--- src/ggds_pkg.sv ---
// Package for the greedy global dominating set unit.
// Holds sizes, request codes and the cell control struct; no dependencies.
package ggds_pkg;
    localparam int VERTEX_LIMIT  = 64;
    localparam int FRACTION_BITS = 16;
    localparam int VIDX_W  = $clog2(VERTEX_LIMIT);
    localparam int VCNT_W  = $clog2(VERTEX_LIMIT + 1);
    localparam int NUMV_W  = 7;
    localparam int TOTAL_W = 7;
    localparam int SCORE_W = VCNT_W;

    localparam logic [1:0] REQ_WRITE   = 2'd0;
    localparam logic [1:0] REQ_RESTART = 2'd1;
    localparam logic [1:0] REQ_STEP    = 2'd2;
    localparam logic [1:0] REQ_UNUSED  = 2'd3;

    typedef logic [VERTEX_LIMIT-1:0] vmask_t;

    // Control broadcast from the sequencer to every cell.
    typedef struct packed {
        logic   wr_en;        // write row into the addressed cell
        logic   [VIDX_W-1:0] wr_idx;
        logic   score_en;     // clear the uncovered-vertex counts before a scan
        logic   shift_en;     // count passing covered bits; the top shifts the masks one place
        logic   prune_en;     // evaluate drop condition
        vmask_t vm;           // vertices in use
        vmask_t cov;          // current covered mask (for pruning)
        vmask_t ccov;
    } cell_ctl_t;
endpackage

--- src/ggds_cell.sv ---
// One vertex cell: holds one adjacency row and counts uncovered neighbours and
// non-neighbours one bit per cycle as the covered masks pass by. Depends on ggds_pkg.
module ggds_cell (
    input  logic                          clk,
    input  logic                          rst_n,
    input  logic [ggds_pkg::VIDX_W-1:0]   my_idx,
    input  ggds_pkg::cell_ctl_t           ctl,
    input  logic [63:0]                   row_in,
    input  logic                          cov_bit,   // covered bit for vertex j passing
    input  logic                          ccov_bit,
    input  logic [ggds_pkg::VIDX_W-1:0]   pos_j,     // vertex index j of passing bits
    output logic [63:0]                   row,
    output logic [ggds_pkg::SCORE_W-1:0]  score,
    output logic                          drop
);
    logic [63:0] row_reg;
    logic [ggds_pkg::SCORE_W-1:0] a_reg, a_next, b_reg, b_next;
    logic gb, cb;
    ggds_pkg::vmask_t self, g, c;

    always_ff @(posedge clk)
    begin
        if (ctl.wr_en && ctl.wr_idx == my_idx)
        begin
            row_reg <= row_in;
        end
    end

    always_comb
    begin
        gb = row_reg[pos_j] && ctl.vm[pos_j] && (pos_j != my_idx);
        cb = !row_reg[pos_j] && ctl.vm[pos_j] && (pos_j != my_idx);
        a_next = a_reg;
        b_next = b_reg;
        if (ctl.score_en)
        begin
            a_next = '0;
            b_next = '0;
        end
        else if (ctl.shift_en)
        begin
            a_next = a_reg + ggds_pkg::SCORE_W'(gb && !cov_bit);
            b_next = b_reg + ggds_pkg::SCORE_W'(cb && !ccov_bit);
        end
    end

    always_ff @(posedge clk or negedge rst_n)
    begin
        if (!rst_n)
        begin
            a_reg <= '0;
            b_reg <= '0;
        end
        else
        begin
            a_reg <= a_next;
            b_reg <= b_next;
        end
    end

    always_comb
    begin
        self = ggds_pkg::vmask_t'(1) << my_idx;
        g = row_reg & ctl.vm & ~self;
        c = ~row_reg & ctl.vm & ~self;
        drop = ctl.prune_en && ctl.cov[my_idx] && ctl.ccov[my_idx]
             && ((g & ~ctl.cov) == '0) && ((c & ~ctl.ccov) == '0);
    end

    assign row   = row_reg;
    assign score = (a_reg < b_reg) ? a_reg : b_reg;
endmodule

--- config.mk ---
export PLATFORM = sky130hd
export DESIGN_NAME = ggds_cell
export DESIGN_NICKNAME = d
export VERILOG_FILES = /design/src/ggds_pkg.sv /design/src/ggds_cell.sv
export SDC_FILE = /design/constraint.sdc
export NUM_CORES = 1
export LEC_CHECK = 0
export BUFFER_PORTS_ARGS = -buffer_cell sky130_fd_sc_hd__buf_2
export CORE_MARGIN = 2
export CORE_UTILIZATION = 35
export DETAILED_ROUTE_END_ITERATION = 7
export PLACE_DENSITY = 0.66
export SLEW_MARGIN = 20
export SYNTH_ARGS = -nofsm -noshare
export SYNTH_HDL_FRONTEND = slang
export SYNTH_SLANG_ARGS = --single-unit
export TNS_END_PERCENT = 30
--- constraint.sdc ---
create_clock -name clk -period 4.7 [get_ports clk]
set_input_delay 0.94 -clock clk [delete_from_list [all_inputs] [get_ports clk]]
set_output_delay 0.94 -clock clk [all_outputs]
set_load 0.01 [all_outputs]
# == Word-level counts from Yosys, hierarchy flattened ==
# Cells that the tools add are included.
# word_totals
output_inout_bits,72
input_bits,282
register_bits,78
word_cells,51
n_memories,0
latch_bits,0
rom_bits,0
ram_bits,0
# classes
n_reduce_logical,17
shift,1
eq_ne,2
muxes,13
bitwise,10
add_sub_neg,2
n_mul,0
order_cmp,3
div,0
# op_table
cell,count
64-bit AND,6
64-bit NOT,4
64-bit zero test,2
"1-bit by 6-bit << shifter with 64-bit output, first input constant",1
7-bit two-way mux,5
1-bit binary-select mux with 6-bit select,4
7-bit by 1-bit adder with 7-bit output,2
"6-bit by 7-bit < comparator with 1-bit output, second input constant",2
1-bit logical AND,11
7-bit < comparator,1
6-bit == test,1
6-bit != test,1
1-bit two-way mux,4
1-bit zero test,3
2-bit nonzero test,1

# == Logic depth before layout (Yosys ltp) ==
# depth
word_depth,9
depth_mapped,15
depth_no_buf,12

# == Worst setup path after synthesis ==
# Ideal clock, no wire load.
# synth_timing
path_kind,input port to flip-flop
startpoint,input port my_idx[1] in the netlist's numbering
endpoint,"register row_reg[0] (netlist: row[0]), enable pin"
path_stages,6
required_ps,4056
n_path_buf,4
t_arrival_ps,8121
setup_time_ps,644
slack_ps,-4065
path_cell_list,buf_2 > buf_2 > buf_1 > buf_1 > xor2_1 > nor4_1
# synth_via
elab_chain_len,2
# synth_rtl
item,line_no,rtl
"start, declared",ggds_cell.sv:6,"input logic [ggds_pkg::VIDX_W-1:0] my_idx,"
6-bit == test,ggds_cell.sv:23,if (ctl.wr_en && ctl.wr_idx == my_idx)
1-bit logical AND,ggds_cell.sv:23,
"end signal, assigned",ggds_cell.sv:25,row_reg <= row_in;
"end, declared",ggds_cell.sv:16,logic [63:0] row_reg;
# Every way passes these cells.
# A chain may end at the register's enable or synchronous reset.

# == Final worst setup path ==
# layout_timing
startpoint,input port my_idx[1] in the netlist's numbering
endpoint,output port drop
# layout_via
elab_chain_len,7
word_cells_on_any_way,16
cone_classes,shift: 1; mux: 4; bitwise: 5; reduce/logical: 6
# layout_rtl
item,line_no,rtl
"parallel branches: the longest is 6 deep, another holds 1-bit binary-select mux with 6-bit select",n/a,
1-bit logical AND *,ggds_cell.sv:67,&& ((g & ~ctl.cov) == '0) && ((c & ~ctl.ccov) == '0);
"end, declared",ggds_cell.sv:14,output logic drop
# Every way passes the cells marked *. The select of a mux whose other input is x is not followed.

==> key figures <==
Critical path
  – Kind of critical path: input pin to output pin
  – CP Launch Type: input pin
  – Crit end category: output pin
  – Crit path DAT: between 3 and 4 ns
  – WP data required: around 3.8 ns
  – Reg-to-reg startpoint: row[28]
  – Worst Setup SP: my_idx[1]
  – Crit path max fanout: 22

Logic synthesis
  – Avg Cell Area, Syn: a little over 10 sq um
  – Yosys warnings: 0
  – Top FF cell, synth: edfxtp_1
  – Post-synth top area share: 30.0%
  – Flops & latches, synth: between 70 and 80
  – Mapped Area: around 6400 sq um
  – Post-synthesis cell count: between 600 and 700
  – Synthesized Nets: just over 900
  – Synth async-reset ratio: between 10% and 20%
  – Register area share after synthesis: a little over a third
  – EDFF count, synth: 64
  – Synth top area cells: edfxtp_1, mux4_2, dfrtp_1, mux2i_1, o21ai_0
  – Synth unique cells: 60
  – Cell taking the most area after synthesis: edfxtp_1

STA
  – Rel. slew slack: around two fifths
  – RSZ-0062 raised after global routing: no
  – Setup Viol. Count Final: 0
  – Period utilisation layout: 99.0%
  – Fmax: about 210 MHz
  – Setup TNS: 0 ns
  – Worst Tran Pin Value: roughly 0.91 ns
  – Fin crit period: ~4.7 ns
  – Final hold violations: 0
  – Clock Skews: approximately 0.012 ns
  – Max-slew violations: 0

GRT
  – Largest net degree at the start of global routing: 65
  – Total grt overflow: 0
  – Antenna violations before repair: 2
  – Number of global-route vias before repair: around 8000
  – Total GRT Usage: between 30% and 40%
  – First-pass GRT wire length: between 50000 and 60000 um

Floorplanning
  – # rows: between 40 and 50
  – Core ar.: 18000 sq um
  – DIE WIDTH: between 100 and 150 um
  – Initial Util: a little over a third
  – Die height: between 100 and 150 um
  – # IOs: approximately 350
  – Die Footprint: between 15000 and 20000 sq um

Min path
  – Min-Delay Path Class: input pin to async pin

Drt
  – Total number of vias: 7640
  – DRC errors left: 0
  – Drt via density: between 6 and 7
  – Routed wire length: approximately 37000 um
  – Wire per inst: between 20 and 30 um
  – Final ANT Viol Nets: 0
  – DRT Pass-1 Iters: 6
  – DR iter-0 viols: 934

Final layout
  – Area growth from synthesis to layout: 42.1%
  – Final nets: 1294
  – Fraction of layout instances using a drive strength above 1: a little under half
  – Max reg flops: 64
  – Post-layout util: 50.6%

Power
  – P_int: approximately 1500 uW
  – Pwr dens: around 240 nW/um^2
  – Worst vdd ir: between 150 and 200 uV
  – Clock power frac: between 30% and 40%
  – Switching Fraction: just under 30%
  – Leak Pwr: ~0.0038 uW
  – Sw power: 624 uW
  – Combinational power share: between 20% and 30%
  – Reg power frac: around 36%

Clock network
  – CTS tree: done
  – Root Driver: clkbuf_16
  – Clock slew at reported path FFs: roughly 0.06 ns
  – CTS H-tree depth: 3
  – Setup repair bufs after CTS: 0
  – TritonCTS Buffers: 9
  – Clock Latency Late Sink: approximately 0.36 ns
  – Clock sink count: a little under 80
  – CTS max path bufs: 2

Run status
  – Status: complete, no violations

Place
  – GP Congestion: 1.04
  – Detail Placement HPWL: slightly above 30000 um
  – PortBufs: 353

Job
  – Max Cap Viol: 0
[cell usage after synthesis, types with 8 or more instances]
cell type  instances
o21ai_1           16
nand4_1           14
inv_1             17
o211ai_1          27
dfrtp_1           14
o32ai_1           14
o32a_1             8
clkbuf_1          20
nand3_1           42
a21oi_1           10
ha_1              10
nor3b_1            8
edfxtp_1          64
nand2_1           49
xnor2_1            8
xor2_1            10
buf_2             11
mux2_2            10
nor2_1            22
nor4_1             8
o21ai_0           46
mux2i_1           24
mux4_2            39
nor3_1            26
nand2b_1          27
[power groups by stage]
| stage | sequential, uW | combinational (uW) | clock [uW] |
|---|---|---|---|
| final | 767 | 542 | 831 |
| after detailed placement | 781 | 520 | 0 |
| after CTS | 767 | 523 | 836 |
| after floorplan | 781 | 224 | 0 |
| after global routing | 768 | 564 | 858 |
| after global placement | 782 | 524 | 0 |
[area by class of cell]
cell class,count,area [sq um]
Timing Repair Buffer,400,2180
Multi-Input combinational cell,496,3960
Clock buffer,9,225
Fill cell,1705,8870
Inverter,17,63.8
Antenna cell,1,2.50
Sequential cell,78,2270
Tap cell,229,287
Clock inverter,6,111
[layer usage]
layer	global-route usage, %	up-vias	part of all wire (%)	wire [um]
met5	0	-	0.036	13
met1	47.3	3687	39	14200
li1	-	3282	-	-
met2	59.1	581	47	17200
met4	12.2	2	3.3	1210
met3	11.1	88	11	3980
[cells in the final DEF (no fill, tap or decap), drive strengths merged, types with 5 or more instances in the layout]
cell type | synthesis | final
edfxtp | 64 | 64
dfrtp | 14 | 14
clkbuf | 20 | 11
mux4 | 39 | 39
o311ai | 9 | 9
buf | 16 | 398
nor4 | 8 | 8
mux2i | 24 | 24
o32a | 8 | 8
nand4bb | 6 | 6
or3 | 5 | 5
o32ai | 14 | 14
xnor2 | 8 | 8
nand3 | 42 | 42
mux2 | 10 | 10
nand4 | 14 | 14
nor2 | 22 | 22
a21oi | 10 | 10
nand4b | 7 | 7
nor3b | 8 | 8
o21ai | 62 | 62
inv | 17 | 17
o211ai | 29 | 29
xor2 | 10 | 10
a311oi | 5 | 5
nand2b | 27 | 27
ha | 10 | 10
nand2 | 49 | 49
nor3 | 26 | 26
[timing repair]
action | CTS | global route
resized for setup | 3 | 7
hold buffers | 0 | 0
setup endpoints to repair | 1 | 1
pin swaps | 2 | 1
hold endpoints to repair | 0 | 0
[metrics by stage]
step	power [uW]	hold WS (ns)	cell area (sq um)	worst slack [ns]	std cells
2_1_floorplan	1010	0.523	6410	0.103	627
3_3_place_gp	1310	0.566	8720	-0.00875	1220
3_5_place_dp	1300	0.575	8720	-0.0881	1220
4_1_cts	2130	0.493	9070	0.0198	1235
5_1_grt	2190	0.506	9090	0.00777	1235
6_report	2140	0.477	9090	0.0483	1236
[worst max-delay path, cell delays in order]
cell and delay [ns]:
clkbuf_4 0.23, buf_4 0.21, or4b_1 0.67, o211ai_1 0.27, nand4_1 0.17, or4_1 0.59
nor4_2 0.33, buf_4 0.17, buf_2 0.12
[kinds of logic (layout without fill, tap and decap cells)]
kind of cell / after synthesis / after routing / synth area share, %
AND/OR/NAND/NOR: 235 / 235 / 20.4
XOR/XNOR: 18 / 18 / 2.46
AO/OA/AOI/OAI: 160 / 160 / 17.1
other: 0 / 1 / 0
buffers and inverters: 53 / 432 / 3.32
multiplexers: 73 / 73 / 19.2
flip-flops: 78 / 78 / 35.5
adder cells (fa/ha/maj): 10 / 10 / 1.96
[final timing paths]
kind	endpoint	slack, ns	depth (start not counted)
max in group asynchronous	b_reg[3]	3.97	1
hold / removal	a_reg[5]	0.48	1
min in group clk	a_reg[6]	0.57	2
hold reg to reg	a_reg[6]	0.57	2
setup / recovery	drop	0.05	9
setup reg to reg	b_reg[6]	1.27	11
No activity file was read; power rests on OpenSTA's default activity.
